===== config.mk =====
export PLATFORM = sky130hd
export DESIGN_NAME = online_perceptron_trainer_unit
export DESIGN_NICKNAME = d
export VERILOG_FILES = /design/src/opt_pkg.sv /design/src/opt_front.sv /design/src/opt_queue.sv /design/src/opt_back.sv /design/src/online_perceptron_trainer_unit.sv
export SDC_FILE = /design/constraint.sdc
export NUM_CORES = 2
export LEC_CHECK = 0
export BUFFER_PORTS_ARGS = -buffer_cell sky130_fd_sc_hd__clkbuf_2
export CORE_UTILIZATION = 60
export DETAILED_ROUTE_END_ITERATION = 16
export PLACE_DENSITY = 0.81
export SYNTH_ARGS = -nofsm -noshare
export SYNTH_HDL_FRONTEND = slang
export SYNTH_HIERARCHICAL = 1
export SYNTH_SLANG_ARGS = --single-unit

===== constraint.sdc =====
create_clock -name clock -period 9.18 [get_ports clock]
set_input_delay 0.918 -clock clock [delete_from_list [all_inputs] [get_ports clock]]
set_output_delay 0.918 -clock clock [all_outputs]
set_load 0.1 [all_outputs]

===== src/opt_pkg.sv =====
// ----------------------------------------------------------------------------
// Online perceptron trainer package
// Shared widths, function codes and the queue item passed from front to back.
// ----------------------------------------------------------------------------
`default_nettype none

package opt_pkg;

   localparam int DIM_DEFAULT = 8;
   localparam int QUEUE_DEPTH = 4;

   localparam int FUNC_W   = 2;
   localparam int FEAT_W   = 16;
   localparam int WEIGHT_W = 32;
   localparam int PROD_W   = 48;
   localparam int ACC_W    = 56;
   localparam int DELTA_W  = 20;
   localparam int COUNT_W  = 32;
   localparam int BIAS_SHIFT = 14;

   localparam logic [FUNC_W-1:0] FUNC_PREDICT    = 2'd0;
   localparam logic [FUNC_W-1:0] FUNC_PERCEPTRON = 2'd1;
   localparam logic [FUNC_W-1:0] FUNC_DELTA      = 2'd2;

   typedef struct packed {
      logic [FUNC_W-1:0]        func;
      logic signed [FEAT_W-1:0] feature;
      logic                     label;
      logic                     last;
   } queue_item_type;

endpackage

`default_nettype wire


===== src/opt_front.sv =====
// ----------------------------------------------------------------------------
// Front end
// Accepts feature words, tags the last feature of each sample and pushes them
// into the queue.
// ----------------------------------------------------------------------------
`default_nettype none

module opt_front #(
   parameter int DIM = opt_pkg::DIM_DEFAULT
) (
   input  wire logic                          clock,
   input  wire logic                          reset,
   input  wire logic                          req_valid,
   output logic                               req_stall,
   input  wire logic [opt_pkg::FUNC_W-1:0]    req_func,
   input  wire logic signed [opt_pkg::FEAT_W-1:0] req_feature,
   input  wire logic                          req_label,
   input  wire logic                          q_full,
   output logic                               q_push,
   output opt_pkg::queue_item_type            q_item
);
   import opt_pkg::*;

   localparam int IDX_W = (DIM > 1) ? $clog2(DIM) : 1;
   localparam logic [IDX_W-1:0] LAST_IDX = IDX_W'(DIM - 1);

   logic [IDX_W-1:0] pos_ff;
   logic [IDX_W-1:0] pos_in;

   assign req_stall = q_full;
   assign q_push    = req_valid && !q_full;

   assign q_item.func    = req_func;
   assign q_item.feature = req_feature;
   assign q_item.label   = req_label;
   assign q_item.last    = (pos_ff == LAST_IDX);

   always_comb begin
      pos_in = pos_ff;
      if (q_push) begin
         pos_in = (pos_ff == LAST_IDX) ? '0 : pos_ff + 1'b1;
      end
   end

   always_ff @(posedge clock) begin
      if (reset) begin
         pos_ff <= '0;
      end else begin
         pos_ff <= pos_in;
      end
   end

endmodule

`default_nettype wire


===== src/opt_queue.sv =====
// ----------------------------------------------------------------------------
// Item queue
// Small first-in first-out buffer between the front and the back end.
// ----------------------------------------------------------------------------
`default_nettype none

module opt_queue #(
   parameter int DEPTH = opt_pkg::QUEUE_DEPTH
) (
   input  wire logic                    clock,
   input  wire logic                    reset,
   input  wire logic                    push,
   input  wire opt_pkg::queue_item_type push_item,
   output logic                         full,
   input  wire logic                    pop,
   output opt_pkg::queue_item_type      pop_item,
   output logic                         empty
);
   import opt_pkg::*;

   localparam int PTR_W = (DEPTH > 1) ? $clog2(DEPTH) : 1;
   localparam int CNT_W = $clog2(DEPTH + 1);
   localparam logic [PTR_W-1:0] LAST_PTR = PTR_W'(DEPTH - 1);

   queue_item_type   slot_ff [DEPTH];
   logic [PTR_W-1:0] wr_ptr_ff, wr_ptr_in;
   logic [PTR_W-1:0] rd_ptr_ff, rd_ptr_in;
   logic [CNT_W-1:0] count_ff, count_in;
   logic             do_push;
   logic             do_pop;

   assign full     = (count_ff == CNT_W'(DEPTH));
   assign empty    = (count_ff == '0);
   assign do_push  = push && !full;
   assign do_pop   = pop && !empty;
   assign pop_item = slot_ff[rd_ptr_ff];

   always_comb begin
      wr_ptr_in = wr_ptr_ff;
      rd_ptr_in = rd_ptr_ff;
      count_in  = count_ff;
      if (do_push) begin
         wr_ptr_in = (wr_ptr_ff == LAST_PTR) ? '0 : wr_ptr_ff + 1'b1;
      end
      if (do_pop) begin
         rd_ptr_in = (rd_ptr_ff == LAST_PTR) ? '0 : rd_ptr_ff + 1'b1;
      end
      if (do_push && !do_pop) begin
         count_in = count_ff + 1'b1;
      end else if (do_pop && !do_push) begin
         count_in = count_ff - 1'b1;
      end
   end

   always_ff @(posedge clock) begin
      if (do_push) begin
         slot_ff[wr_ptr_ff] <= push_item;
      end
   end

   always_ff @(posedge clock) begin
      if (reset) begin
         wr_ptr_ff <= '0;
         rd_ptr_ff <= '0;
         count_ff  <= '0;
      end else begin
         wr_ptr_ff <= wr_ptr_in;
         rd_ptr_ff <= rd_ptr_in;
         count_ff  <= count_in;
      end
   end

endmodule

`default_nettype wire


===== src/opt_back.sv =====
// ----------------------------------------------------------------------------
// Back end
// Accumulates the dot product, predicts, walks the weights on an update and
// holds the result word in an output register.
// ----------------------------------------------------------------------------
`default_nettype none

module opt_back #(
   parameter int DIM = opt_pkg::DIM_DEFAULT
) (
   input  wire logic                          clock,
   input  wire logic                          reset,
   input  wire opt_pkg::queue_item_type       q_item,
   input  wire logic                          q_empty,
   output logic                               q_pop,
   output logic                               rsp_valid,
   input  wire logic                          rsp_stall,
   output logic                               rsp_predicted_class,
   output logic                               rsp_misclassified,
   output logic                               rsp_weights_changed,
   output logic [opt_pkg::COUNT_W-1:0]        rsp_update_count
);
   import opt_pkg::*;

   localparam int IDX_W = (DIM > 1) ? $clog2(DIM) : 1;
   localparam logic [IDX_W-1:0] LAST_IDX = IDX_W'(DIM - 1);
   localparam logic signed [FEAT_W-1:0] Q14_ONE = FEAT_W'(16384);

   typedef enum logic [7:0] {
      ST_IDLE   = 8'b0000_0001,
      ST_MUL    = 8'b0000_0010,
      ST_ACC    = 8'b0000_0100,
      ST_DECIDE = 8'b0000_1000,
      ST_UPD_RD = 8'b0001_0000,
      ST_UPD_WR = 8'b0010_0000,
      ST_BIAS   = 8'b0100_0000,
      ST_EMIT   = 8'b1000_0000
   } state_type;

   // Step is the feature times +/-1, or times +/-4 for the delta rule.
   function automatic logic signed [DELTA_W-1:0] step_delta(
      input logic signed [FEAT_W-1:0] x,
      input logic                     neg,
      input logic                     quad
   );
      logic signed [DELTA_W-1:0] mag;
      mag = {{(DELTA_W-FEAT_W){x[FEAT_W-1]}}, x};
      if (quad) begin
         mag = mag <<< 2;
      end
      return neg ? -mag : mag;
   endfunction

   function automatic logic signed [WEIGHT_W-1:0] sat_add(
      input logic signed [WEIGHT_W-1:0] w,
      input logic signed [DELTA_W-1:0]  d
   );
      logic signed [WEIGHT_W:0] s;
      s = {w[WEIGHT_W-1], w} + {{(WEIGHT_W+1-DELTA_W){d[DELTA_W-1]}}, d};
      if (s[WEIGHT_W] != s[WEIGHT_W-1]) begin
         return s[WEIGHT_W] ? {1'b1, {(WEIGHT_W-1){1'b0}}} : {1'b0, {(WEIGHT_W-1){1'b1}}};
      end
      return s[WEIGHT_W-1:0];
   endfunction

   state_type state_ff, state_in;

   logic [IDX_W-1:0]           idx_ff, idx_in;
   logic [IDX_W-1:0]           walk_ff, walk_in;
   logic signed [FEAT_W-1:0]   x_ff, x_in;
   logic [FUNC_W-1:0]          func_ff, func_in;
   logic                       label_ff, label_in;
   logic                       last_ff, last_in;
   logic signed [PROD_W-1:0]   prod_ff, prod_in;
   logic signed [ACC_W-1:0]    acc_ff, acc_in;
   logic signed [WEIGHT_W-1:0] bias_ff, bias_in;
   logic                       pred_neg_ff, pred_neg_in;
   logic                       mis_ff, mis_in;
   logic                       changed_ff, changed_in;
   logic [COUNT_W-1:0]         cnt_ff, cnt_in;

   logic                       rsp_valid_ff, rsp_valid_in;
   logic                       rsp_pred_ff, rsp_pred_in;
   logic                       rsp_mis_ff, rsp_mis_in;
   logic                       rsp_chg_ff, rsp_chg_in;
   logic [COUNT_W-1:0]         rsp_cnt_ff, rsp_cnt_in;

   // Weight and feature stores with registered reads.
   logic signed [WEIGHT_W-1:0] wmem [DIM];
   logic signed [FEAT_W-1:0]   fmem [DIM];
   logic [DIM-1:0]             wval_ff, wval_in;
   logic signed [WEIGHT_W-1:0] wrd_ff;
   logic                       wvld_ff;
   logic signed [FEAT_W-1:0]   frd_ff;

   logic [IDX_W-1:0]           rd_addr;
   logic signed [WEIGHT_W-1:0] weight_rd;
   logic                       w_we;
   logic signed [WEIGHT_W-1:0] w_wdata;
   logic                       quad;
   logic signed [ACC_W-1:0]    z;
   logic                       do_update;
   logic                       out_free;

   assign rd_addr   = (state_ff == ST_UPD_RD) ? walk_ff : idx_ff;
   assign weight_rd = wvld_ff ? wrd_ff : '0;
   assign quad      = (func_ff == FUNC_DELTA);
   assign z         = acc_ff + (ACC_W'(bias_ff) <<< BIAS_SHIFT);
   assign do_update = (z[ACC_W-1] != label_ff)
                      && (func_ff == FUNC_PERCEPTRON || func_ff == FUNC_DELTA);
   assign out_free  = !rsp_valid_ff || !rsp_stall;
   assign w_we      = (state_ff == ST_UPD_WR);
   assign w_wdata   = sat_add(weight_rd, step_delta(frd_ff, label_ff, quad));

   // The next feature may be taken while the previous product is summed.
   assign q_pop = !q_empty && ((state_ff == ST_IDLE) || (state_ff == ST_ACC && !last_ff));

   always_comb begin
      state_in    = state_ff;
      idx_in      = idx_ff;
      walk_in     = walk_ff;
      x_in        = x_ff;
      func_in     = func_ff;
      label_in    = label_ff;
      last_in     = last_ff;
      prod_in     = prod_ff;
      acc_in      = acc_ff;
      bias_in     = bias_ff;
      pred_neg_in = pred_neg_ff;
      mis_in      = mis_ff;
      changed_in  = changed_ff;
      cnt_in      = cnt_ff;
      wval_in     = wval_ff;
      rsp_pred_in = rsp_pred_ff;
      rsp_mis_in  = rsp_mis_ff;
      rsp_chg_in  = rsp_chg_ff;
      rsp_cnt_in  = rsp_cnt_ff;
      rsp_valid_in = rsp_valid_ff && rsp_stall;

      if (q_pop) begin
         x_in     = q_item.feature;
         func_in  = q_item.func;
         label_in = q_item.label;
         last_in  = q_item.last;
         idx_in   = (idx_ff == LAST_IDX) ? '0 : idx_ff + 1'b1;
      end

      if (w_we) begin
         wval_in[walk_ff] = 1'b1;
      end

      unique case (state_ff)
         ST_IDLE: begin
            if (q_pop) begin
               state_in = ST_MUL;
            end
         end
         ST_MUL: begin
            prod_in  = PROD_W'(weight_rd) * PROD_W'(x_ff);
            state_in = ST_ACC;
         end
         ST_ACC: begin
            acc_in = acc_ff + ACC_W'(prod_ff);
            if (last_ff) begin
               state_in = ST_DECIDE;
            end else if (q_pop) begin
               state_in = ST_MUL;
            end else begin
               state_in = ST_IDLE;
            end
         end
         ST_DECIDE: begin
            pred_neg_in = z[ACC_W-1];
            mis_in      = (z[ACC_W-1] != label_ff);
            changed_in  = do_update;
            walk_in     = '0;
            state_in    = do_update ? ST_UPD_RD : ST_EMIT;
         end
         ST_UPD_RD: begin
            state_in = ST_UPD_WR;
         end
         ST_UPD_WR: begin
            if (walk_ff == LAST_IDX) begin
               state_in = ST_BIAS;
            end else begin
               walk_in  = walk_ff + 1'b1;
               state_in = ST_UPD_RD;
            end
         end
         ST_BIAS: begin
            bias_in  = sat_add(bias_ff, step_delta(Q14_ONE, label_ff, quad));
            cnt_in   = (cnt_ff == '1) ? cnt_ff : cnt_ff + 1'b1;
            state_in = ST_EMIT;
         end
         ST_EMIT: begin
            if (out_free) begin
               rsp_valid_in = 1'b1;
               rsp_pred_in  = pred_neg_ff;
               rsp_mis_in   = mis_ff;
               rsp_chg_in   = changed_ff;
               rsp_cnt_in   = cnt_ff;
               acc_in       = '0;
               state_in     = ST_IDLE;
            end
         end
         default: begin
            state_in = ST_IDLE;
         end
      endcase
   end

   always_ff @(posedge clock) begin
      if (w_we) begin
         wmem[walk_ff] <= w_wdata;
      end
      if (q_pop) begin
         fmem[idx_ff] <= q_item.feature;
      end
      wrd_ff  <= wmem[rd_addr];
      wvld_ff <= wval_ff[rd_addr];
      frd_ff  <= fmem[rd_addr];
   end

   always_ff @(posedge clock) begin
      if (reset) begin
         state_ff     <= ST_IDLE;
         idx_ff       <= '0;
         acc_ff       <= '0;
         bias_ff      <= '0;
         cnt_ff       <= '0;
         wval_ff      <= '0;
         rsp_valid_ff <= 1'b0;
      end else begin
         state_ff     <= state_in;
         idx_ff       <= idx_in;
         acc_ff       <= acc_in;
         bias_ff      <= bias_in;
         cnt_ff       <= cnt_in;
         wval_ff      <= wval_in;
         rsp_valid_ff <= rsp_valid_in;
      end
   end

   always_ff @(posedge clock) begin
      walk_ff     <= walk_in;
      x_ff        <= x_in;
      func_ff     <= func_in;
      label_ff    <= label_in;
      last_ff     <= last_in;
      prod_ff     <= prod_in;
      pred_neg_ff <= pred_neg_in;
      mis_ff      <= mis_in;
      changed_ff  <= changed_in;
      rsp_pred_ff <= rsp_pred_in;
      rsp_mis_ff  <= rsp_mis_in;
      rsp_chg_ff  <= rsp_chg_in;
      rsp_cnt_ff  <= rsp_cnt_in;
   end

   assign rsp_valid           = rsp_valid_ff;
   assign rsp_predicted_class = rsp_pred_ff;
   assign rsp_misclassified   = rsp_mis_ff;
   assign rsp_weights_changed = rsp_chg_ff;
   assign rsp_update_count    = rsp_cnt_ff;

   // The front end's sample tagging must agree with the back end's index.
   assert property (@(posedge clock) disable iff (reset)
      q_pop |-> (q_item.last == (idx_ff == LAST_IDX)))
      else $error("last-feature tag out of step with feature index");

   assert property (@(posedge clock) disable iff (reset)
      $rose(rsp_valid_ff) |-> $past(state_ff == ST_EMIT))
      else $error("result word raised outside the emit step");

   assert property (@(posedge clock) disable iff (reset)
      (state_ff == ST_IDLE && idx_ff == '0) |-> (acc_ff == '0))
      else $error("accumulator not cleared at sample start");

   assert property (@(posedge clock) disable iff (reset)
      !reset |=> (cnt_ff >= $past(cnt_ff)))
      else $error("update counter went backwards");

endmodule

`default_nettype wire


===== src/online_perceptron_trainer_unit.sv =====
// ----------------------------------------------------------------------------
// Online perceptron trainer unit
// Streams labelled samples one feature per word, predicts the class after
// the last feature and applies perceptron or delta rule updates.
// ----------------------------------------------------------------------------
//  Channel   Direction  Handshake         Payload
//  req_      in         req_valid/stall   func, feature, label
//  rsp_      out        rsp_valid/stall   predicted_class, misclassified,
//                                         weights_changed, update_count
//
// Each feature passes through a multiply stage and an accumulate stage in
// the back end, overlapped with fetching the next feature from the queue.
// The first feature of a sample is taken from the queue in the idle state,
// and the last adds a decision step and an output step. An update walks the
// weight store with a read-modify-write of each weight and then steps the
// bias. The queue keeps taking words while this runs. Reset is synchronous
// and clears the weights, bias and counter. rsp_stall only holds the result
// register; the back end waits on it solely when a new result is ready and
// the old one has not been taken.
// ----------------------------------------------------------------------------
`default_nettype none

module online_perceptron_trainer_unit #(
   parameter int DIM    = opt_pkg::DIM_DEFAULT,
   parameter int QDEPTH = opt_pkg::QUEUE_DEPTH
) (
   input  wire logic                              clock,
   input  wire logic                              reset,
   input  wire logic                              req_valid,
   output logic                                   req_stall,
   input  wire logic [opt_pkg::FUNC_W-1:0]        req_func,
   input  wire logic signed [opt_pkg::FEAT_W-1:0] req_feature,
   input  wire logic                              req_label,
   output logic                                   rsp_valid,
   input  wire logic                              rsp_stall,
   output logic                                   rsp_predicted_class,
   output logic                                   rsp_misclassified,
   output logic                                   rsp_weights_changed,
   output logic [opt_pkg::COUNT_W-1:0]            rsp_update_count
);
   import opt_pkg::*;

   queue_item_type push_item;
   queue_item_type pop_item;
   logic           q_push;
   logic           q_full;
   logic           q_pop;
   logic           q_empty;

   opt_front #(
      .DIM (DIM)
   ) u_front (
      .clock       (clock),
      .reset       (reset),
      .req_valid   (req_valid),
      .req_stall   (req_stall),
      .req_func    (req_func),
      .req_feature (req_feature),
      .req_label   (req_label),
      .q_full      (q_full),
      .q_push      (q_push),
      .q_item      (push_item)
   );

   opt_queue #(
      .DEPTH (QDEPTH)
   ) u_queue (
      .clock     (clock),
      .reset     (reset),
      .push      (q_push),
      .push_item (push_item),
      .full      (q_full),
      .pop       (q_pop),
      .pop_item  (pop_item),
      .empty     (q_empty)
   );

   opt_back #(
      .DIM (DIM)
   ) u_back (
      .clock               (clock),
      .reset               (reset),
      .q_item              (pop_item),
      .q_empty             (q_empty),
      .q_pop               (q_pop),
      .rsp_valid           (rsp_valid),
      .rsp_stall           (rsp_stall),
      .rsp_predicted_class (rsp_predicted_class),
      .rsp_misclassified   (rsp_misclassified),
      .rsp_weights_changed (rsp_weights_changed),
      .rsp_update_count    (rsp_update_count)
   );

endmodule

`default_nettype wire


; ---- Yosys cells after proc, flatten, opt, wreduce, memory -nomap -nowiden
; Memory sizes are Yosys's and may differ from the RTL's. A register that Yosys moved wholly into a read port is not among the register bits.
; Index checks and enable logic that the tools add are counted.
[op_classes]
n_lt_le_gt_ge = 3
n_addsub = 14
eq_ne = 23
mul = 1
n_mux = 47
reduce_logical = 29
n_bitwise = 2
[ops]
columns = operator, count
row1 = two-way mux 32 bit, 7
row2 = one-hot mux 56 bit (2 select lines), 1
row3 = adder 32 x 20 -> 33 bit, 2
row4 = one-hot mux 8 bit (8 select lines), 1
row5 = two-way mux 20 bit, 3
row6 = adder 56 x 46 -> 56 bit, 1
row7 = adder 56 x 48 -> 56 bit, 1
row8 = two-way mux 56 bit, 1
row9 = multiplier 32 x 16 -> 48 bit, 1
row10 = two-way mux 17 bit, 2
row11 = adder 32 x 1 -> 32 bit (second input constant), 1
row12 = equality test 32 bit (second input constant), 1
row13 = two-way mux 8 bit, 4
row14 = negation 18 -> 20 bit, 1
row15 = negation 20 bit, 1
row16 = two-way mux 3 bit, 6
row17 = two-way mux 1 bit, 13
row18 = adder 3 x 1 -> 3 bit (second input constant), 4
row19 = equality test 3 bit (second input constant), 4
row20 = logical AND 1 bit, 10
row21 = two-way mux 2 bit, 5
row22 = AND reduction 2 bit, 5
row23 = equality test 8 x 1 -> 1 bit (second input constant), 1
row24 = equality test 8 x 2 -> 1 bit (second input constant), 1
row25 = other kinds (25), 42
[totals]
ff_bits = 260
input_bits = 23
mem_count = 3
wordCells = 147
output_inout_bits = 37
ramBits = 464
[mem_list]
columns = name, depth, word_bits, read_ports, rd_clocked_by_memory_dff, wr, line
row1 = u_back.wmem, 8, 32, 1, 1, 1, opt_back.sv:89  ; logic signed [WEIGHT_W-1:0] wmem [DIM];
row2 = u_back.fmem, 8, 16, 1, 1, 1, opt_back.sv:90  ; logic signed [FEAT_W-1:0] fmem [DIM];
row3 = u_queue.slot_ff, 4, 20, 1, 1, 1, opt_queue.sv:25  ; queue_item_type slot_ff [DEPTH];

; ---- Logic depth before layout (Yosys ltp)
[depth]
word_depth = 10
depth_mapped = 28
mapped_depth_nobuf = 26

; ---- Hierarchy
; The synthesis kept the hierarchy.
[modules_own_cells]
columns = module, area_per_inst_um2, cells_each, seq_area_each_um2, instances
row1 = opt_back, 48963.2, 4421, 18327.6, 1
row2 = opt_queue, 3365.7, 154, 2582.5, 1
row3 = opt_front, 305.3, 34, 60.1, 1

; ---- Worst setup path before layout
; OpenSTA, ideal clock, no wires.
[synth_path]
kind = flip-flop to flip-flop
start = register u_back.wvld_ff
end = register u_back.prod_ff[46], data pin
setup_ns = 0.279
required_time_ns = 8.901
arrival_ns = 6.851
path_stages_with_launch = 26
slack_ns = 2.051
path_cell_list = dfxtp_1 -> clkbuf_1 -> clkbuf_1 -> and2_1 -> clkbuf_1 -> nand2_1 -> fa_1 -> inv_1 -> fa_1 -> fa_1 -> fa_1 -> fa_1 -> inv_1 -> fa_1 -> inv_1 -> ha_1 -> a21o_1 -> a21o_1 -> a21oi_1 -> o21ai_0 -> a221oi_2 -> o31ai_2 -> a221o_2 -> a221o_1 -> a41oi_2 -> o311ai_1
[synth_via]
elab_chain_len = 2
[synth_lines]
columns = item, line
row1 = start: declaration, opt_back.sv:93  ; logic wvld_ff;
row2 = start signal: assignment, opt_back.sv:220  ; wvld_ff <= wval_ff[rd_addr];
row3 = two-way mux 32 bit, opt_back.sv:106  ; assign weight_rd = wvld_ff ? wrd_ff : '0;
row4 = multiplier 32 x 16 -> 48 bit, opt_back.sv:159  ; prod_in = PROD_W'(weight_rd) * PROD_W'(x_ff);
row5 = end signal: assignment, opt_back.sv:250  ; prod_ff <= prod_in;
row6 = end: declaration, opt_back.sv:74  ; logic signed [PROD_W-1:0] prod_ff, prod_in;
; Every way passes these cells.
; A chain may end at the register's enable or synchronous reset.

; ---- Worst setup path in the final report
[layout_path]
start = register u_back.wvld_ff
end = register u_back.prod_ff[47], data pin
; The elaborated chain is that of the path after synthesis.

==> impl_metrics.json <==
{
  "outcome": "finished, final reports clean",
  "p_sw_share_pct": 38.4,
  "post_cts_resize_count": 0,
  "gp_congestion": 0.965,
  "io_buffers": 59,
  "final.min_clock_period_ns": 8.25,
  "hold_buffers": 0,
  "finish.instance_area_um2": 56600,
  "detailed_place.area_um2": 54100,
  "netlist-cell-type-count": 90,
  "crit_required_ns": 9.59,
  "multiInputGateArea_um2": 28400,
  "final.setup.tns_ns": 0,
  "critPathArrivalTime_ns": 8.65,
  "routed-via-count": 35300,
  "netlist_top_cells_area": "sky130_fd_sc_hd__edfxtp_1, sky130_fd_sc_hd__fa_1, sky130_fd_sc_hd__dfxtp_1",
  "filler_cell_count": 6200,
  "startpoint_type_of_the_worst_setup_path": "flip-flop",
  "final_layout_worst_hold_slack_ns": 0.418,
  "dr.pass1.iters": 6,
  "cell_internal_pwr_w": 0.00809,
  "tritoncts.num_buffers": 78,
  "syn_inst": 4609,
  "synthToLayoutAreaGrowth_pct": 7.50,
  "clockPowerShare_pct": 23.6,
  "powerDensity_nw_per_um2": 232,
  "drive_gt1_share_pct": 10.0,
  "yosys.area.top_type_share_pct": 32.7,
  "via_per_inst": 6.09,
  "design.portCount": 60,
  "number_of_enable_flip_flop_cells_after_synthesis": 573,
  "place_hpwl_mm": 87.8,
  "ys.flop_type": "sky130_fd_sc_hd__edfxtp_1",
  "worst_setup_hold_path_clk_slew_ns": 0.06,
  "clock_path_buffers": 3,
  "sequentialPowerShare_pct": 40.7,
  "cts_tree": "built",
  "setup_repair_after_global_routing_missed_its_margin": "no",
  "initial_core_util_pct": 60.6,
  "root_buffer": "sky130_fd_sc_hd__clkbuf_16",
  "synth_commonest_cells": "sky130_fd_sc_hd__inv_1, sky130_fd_sc_hd__edfxtp_1, sky130_fd_sc_hd__fa_1",
  "post-cts-setup-buffers": 0,
  "worst_setup_path_end_kind": "flip-flop",
  "number_of_levels_the_h_tree_was_split_into": 3,
  "setup.worst_path.class": "reg -> reg",
  "syn_nets": 5397,
  "n_antenna_cell": 0,
  "fmaxAchievable_mhz": 121,
  "power_leakage_nw": 24.5,
  "core_rows": 108,
  "grt_pass1_wl_mm": 200,
  "antenna_violations_before_repair": 1,
  "number_of_hold_violations_in_the_final_report": 0,
  "worst_pin_slew_ns": 1.19,
  "vias_in_the_first_global_route": 36200,
  "globalRouteTotalUtil_pct": 28.9,
  "detail_route.drc_violations": 0,
  "number_of_max_slew_violations_in_the_final_report": 0,
  "power.net_switching_w": 0.00505,
  "min_path_type": "reg -> reg",
  "wl_per_cell_um": 21.8,
  "total_power_w": 0.0131,
  "coreArea_um2": 86900,
  "synthesis.yosys.warnings": 6,
  "final_net_count": 5368,
  "ys_async_sr_fraction_pct": 0,
  "avg_inst_size_synth_um2": 11.4,
  "die_width_um": 298,
  "die_y_um": 298,
  "critical_path_peak_fanout": 131,
  "place_inst": 5655,
  "timing.clock.skew_ns": 0.0568,
  "synthesis.area_um2": 52600,
  "slew-limit-headroom_pct": 20.8,
  "reg_area_um2": 21000,
  "vdd_drop_max_uv": 245,
  "timing.final.setup_violations": 0,
  "netlist.top_cell.by_area": "sky130_fd_sc_hd__edfxtp_1",
  "first_iter_violations": 3575,
  "synth_most_common_cell": "sky130_fd_sc_hd__inv_1",
  "clkLatencyLatePin_ns": 0.68,
  "r2r_slack_ns": 0.93,
  "post_layout_nonfiller_instances": 5801,
  "synth-seq-area-share_pct": 39.8,
  "grt_start_max_net_pins": 132,
  "share_comb_of_total_power_pct": 35.7,
  "synth-seq-cells": 761,
  "ant_nets": 0,
  "fin_crit_sh_pct": 89.8,
  "finalWirelength_mm": 127,
  "fp.dieArea_um2": 88900,
  "cap_viol_max_count": 0,
  "clock-sinks": 761,
  "overflow": 0
}
==> final cells by class <==
cell class / count / area share (%)
clock inverters: 42 / 0.730
well taps: 1155 / 2.55
multi-input cells: 2975 / 50.3
flip-flops and latches: 761 / 37.1
clock buffers: 104 / 3.75
inverters: 645 / 4.29
repair buffers: 119 / 1.34
==> layer usage <==
metal  vias to the layer above  GRT usage (%)  share of wire, %
met5                         -              0            0.0095
met4                         2           12.8               4.5
met3                       361           5.29               8.7
met2                      1727           46.8                47
met1                     17500           38.1                39
li1                      15700              -                 -
==> power groups by stage <==
stage	Combinational [W]	Sequential, W	Clock, W
after detailed placement	0.00452	0.00536	0
after CTS	0.00461	0.00530	0.00314
final	0.00469	0.00535	0.00310
after floorplan	0.00338	0.00495	0
after global routing	0.00506	0.00535	0.00327
after global placement	0.00439	0.00534	0
==> metrics by stage <==
stage | utilization (%) | setup slack [ns]
after floorplan | - | 2.05
after global placement | 62.2 | 1.20
after detailed placement | 62.2 | 1.01
after CTS | 65.1 | 1.01
after global routing | 65.1 | 0.443
final | 65.1 | 0.933
==> flip-flops by register name, indices dropped and copies added (netlist names), 3 cells and up, named ones only <==
register / flops
u_back/wmem: 256
u_back/fmem: 128
u_queue/slot_ff: 80
u_back/acc_ff: 56
u_back/prod_ff: 48
u_back/cnt_ff: 32
u_back/rsp_update_count: 32
u_back/wrd_ff: 32
u_back/bias_ff: 19
u_back/frd_ff: 16
u_back/x_ff: 16
u_back/state_ff: 8
u_back/wval_ff: 8
u_back/idx_ff: 3
u_back/walk_ff: 3
u_front/pos_ff: 3
u_queue/count_ff: 3
==> path summary, 6_finish.rpt <==
path,startpoint,end,depth (start not counted)
max reg2reg,u_back/wvld_ff,u_back/prod_ff[47],23
min reg2reg,u_back/pred_neg_ff,u_back/rsp_predicted_class,0
max,u_back/wvld_ff,u_back/prod_ff[47],23
min,u_back/pred_neg_ff,u_back/rsp_predicted_class,0
==> layout by cell type (no fill, tap or decap), types with 13 or more instances in the layout <==
master | netlist | routed
sky130_fd_sc_hd__inv_1 | 642 | 641
sky130_fd_sc_hd__edfxtp_1 | 573 | 573
sky130_fd_sc_hd__fa_1 | 490 | 490
sky130_fd_sc_hd__nand2_1 | 444 | 444
sky130_fd_sc_hd__ha_1 | 275 | 275
sky130_fd_sc_hd__and3_1 | 232 | 232
sky130_fd_sc_hd__nor2_1 | 215 | 206
sky130_fd_sc_hd__a21oi_1 | 187 | 187
sky130_fd_sc_hd__dfxtp_1 | 188 | 187
sky130_fd_sc_hd__mux4_2 | 118 | 118
sky130_fd_sc_hd__o21ai_0 | 110 | 110
sky130_fd_sc_hd__xnor2_1 | 105 | 105
sky130_fd_sc_hd__a21o_1 | 95 | 95
sky130_fd_sc_hd__clkbuf_16 | 0 | 78
sky130_fd_sc_hd__xor2_1 | 73 | 73
sky130_fd_sc_hd__buf_4 | 20 | 60
sky130_fd_sc_hd__nand3_1 | 60 | 60
sky130_fd_sc_hd__clkbuf_2 | 0 | 58
sky130_fd_sc_hd__mux2_2 | 53 | 53
sky130_fd_sc_hd__nor3_1 | 55 | 50
sky130_fd_sc_hd__and2_1 | 42 | 42
sky130_fd_sc_hd__a211oi_1 | 36 | 36
sky130_fd_sc_hd__nand2b_1 | 35 | 35
sky130_fd_sc_hd__nand4_1 | 26 | 26
sky130_fd_sc_hd__o21a_1 | 21 | 21
sky130_fd_sc_hd__nor2b_1 | 21 | 21
sky130_fd_sc_hd__a31oi_1 | 21 | 21
sky130_fd_sc_hd__o21ai_1 | 20 | 20
sky130_fd_sc_hd__clkbuf_1 | 189 | 19
sky130_fd_sc_hd__mux2i_1 | 22 | 19
sky130_fd_sc_hd__a22oi_1 | 18 | 18
sky130_fd_sc_hd__or3_1 | 16 | 16
sky130_fd_sc_hd__o21bai_1 | 16 | 16
sky130_fd_sc_hd__clkinv_2 | 0 | 15
sky130_fd_sc_hd__clkinv_1 | 2 | 13
==> kinds of logic after synthesis <==
family | Yosys count | share of synthesized area [%]
adders and majority gates | 774 | 25.3
DFF | 761 | 39.8
buffers and inverters | 873 | 6.43
muxes | 193 | 6.60
xor gates and xnor gates | 179 | 3.00
and+or+nand+nor | 1204 | 11.1
AOI/OAI and AO/OA | 625 | 7.71
==> critical path, stage by stage (launching register included) <==
cell                       delay (ns)
sky130_fd_sc_hd__dfxtp_4         0.99
sky130_fd_sc_hd__buf_4           0.46
sky130_fd_sc_hd__buf_4           0.41
sky130_fd_sc_hd__and3_1          0.25
sky130_fd_sc_hd__fa_1            0.45
sky130_fd_sc_hd__fa_1            0.53
sky130_fd_sc_hd__fa_1            0.48
sky130_fd_sc_hd__fa_1            0.51
sky130_fd_sc_hd__fa_1            0.54
sky130_fd_sc_hd__inv_1           0.06
sky130_fd_sc_hd__fa_1            0.53
sky130_fd_sc_hd__inv_1           0.04
sky130_fd_sc_hd__ha_1            0.36
sky130_fd_sc_hd__a21o_1          0.18
sky130_fd_sc_hd__a21o_1          0.17
sky130_fd_sc_hd__a221oi_1        0.36
sky130_fd_sc_hd__a31oi_1         0.16
sky130_fd_sc_hd__a211oi_2        0.30
sky130_fd_sc_hd__a31oi_1         0.18
sky130_fd_sc_hd__a21o_1          0.24
sky130_fd_sc_hd__o22ai_1         0.31
sky130_fd_sc_hd__o211ai_1        0.15
sky130_fd_sc_hd__a21oi_1         0.20
sky130_fd_sc_hd__xnor2_1         0.08
Power figures use the tool's default switching activity.
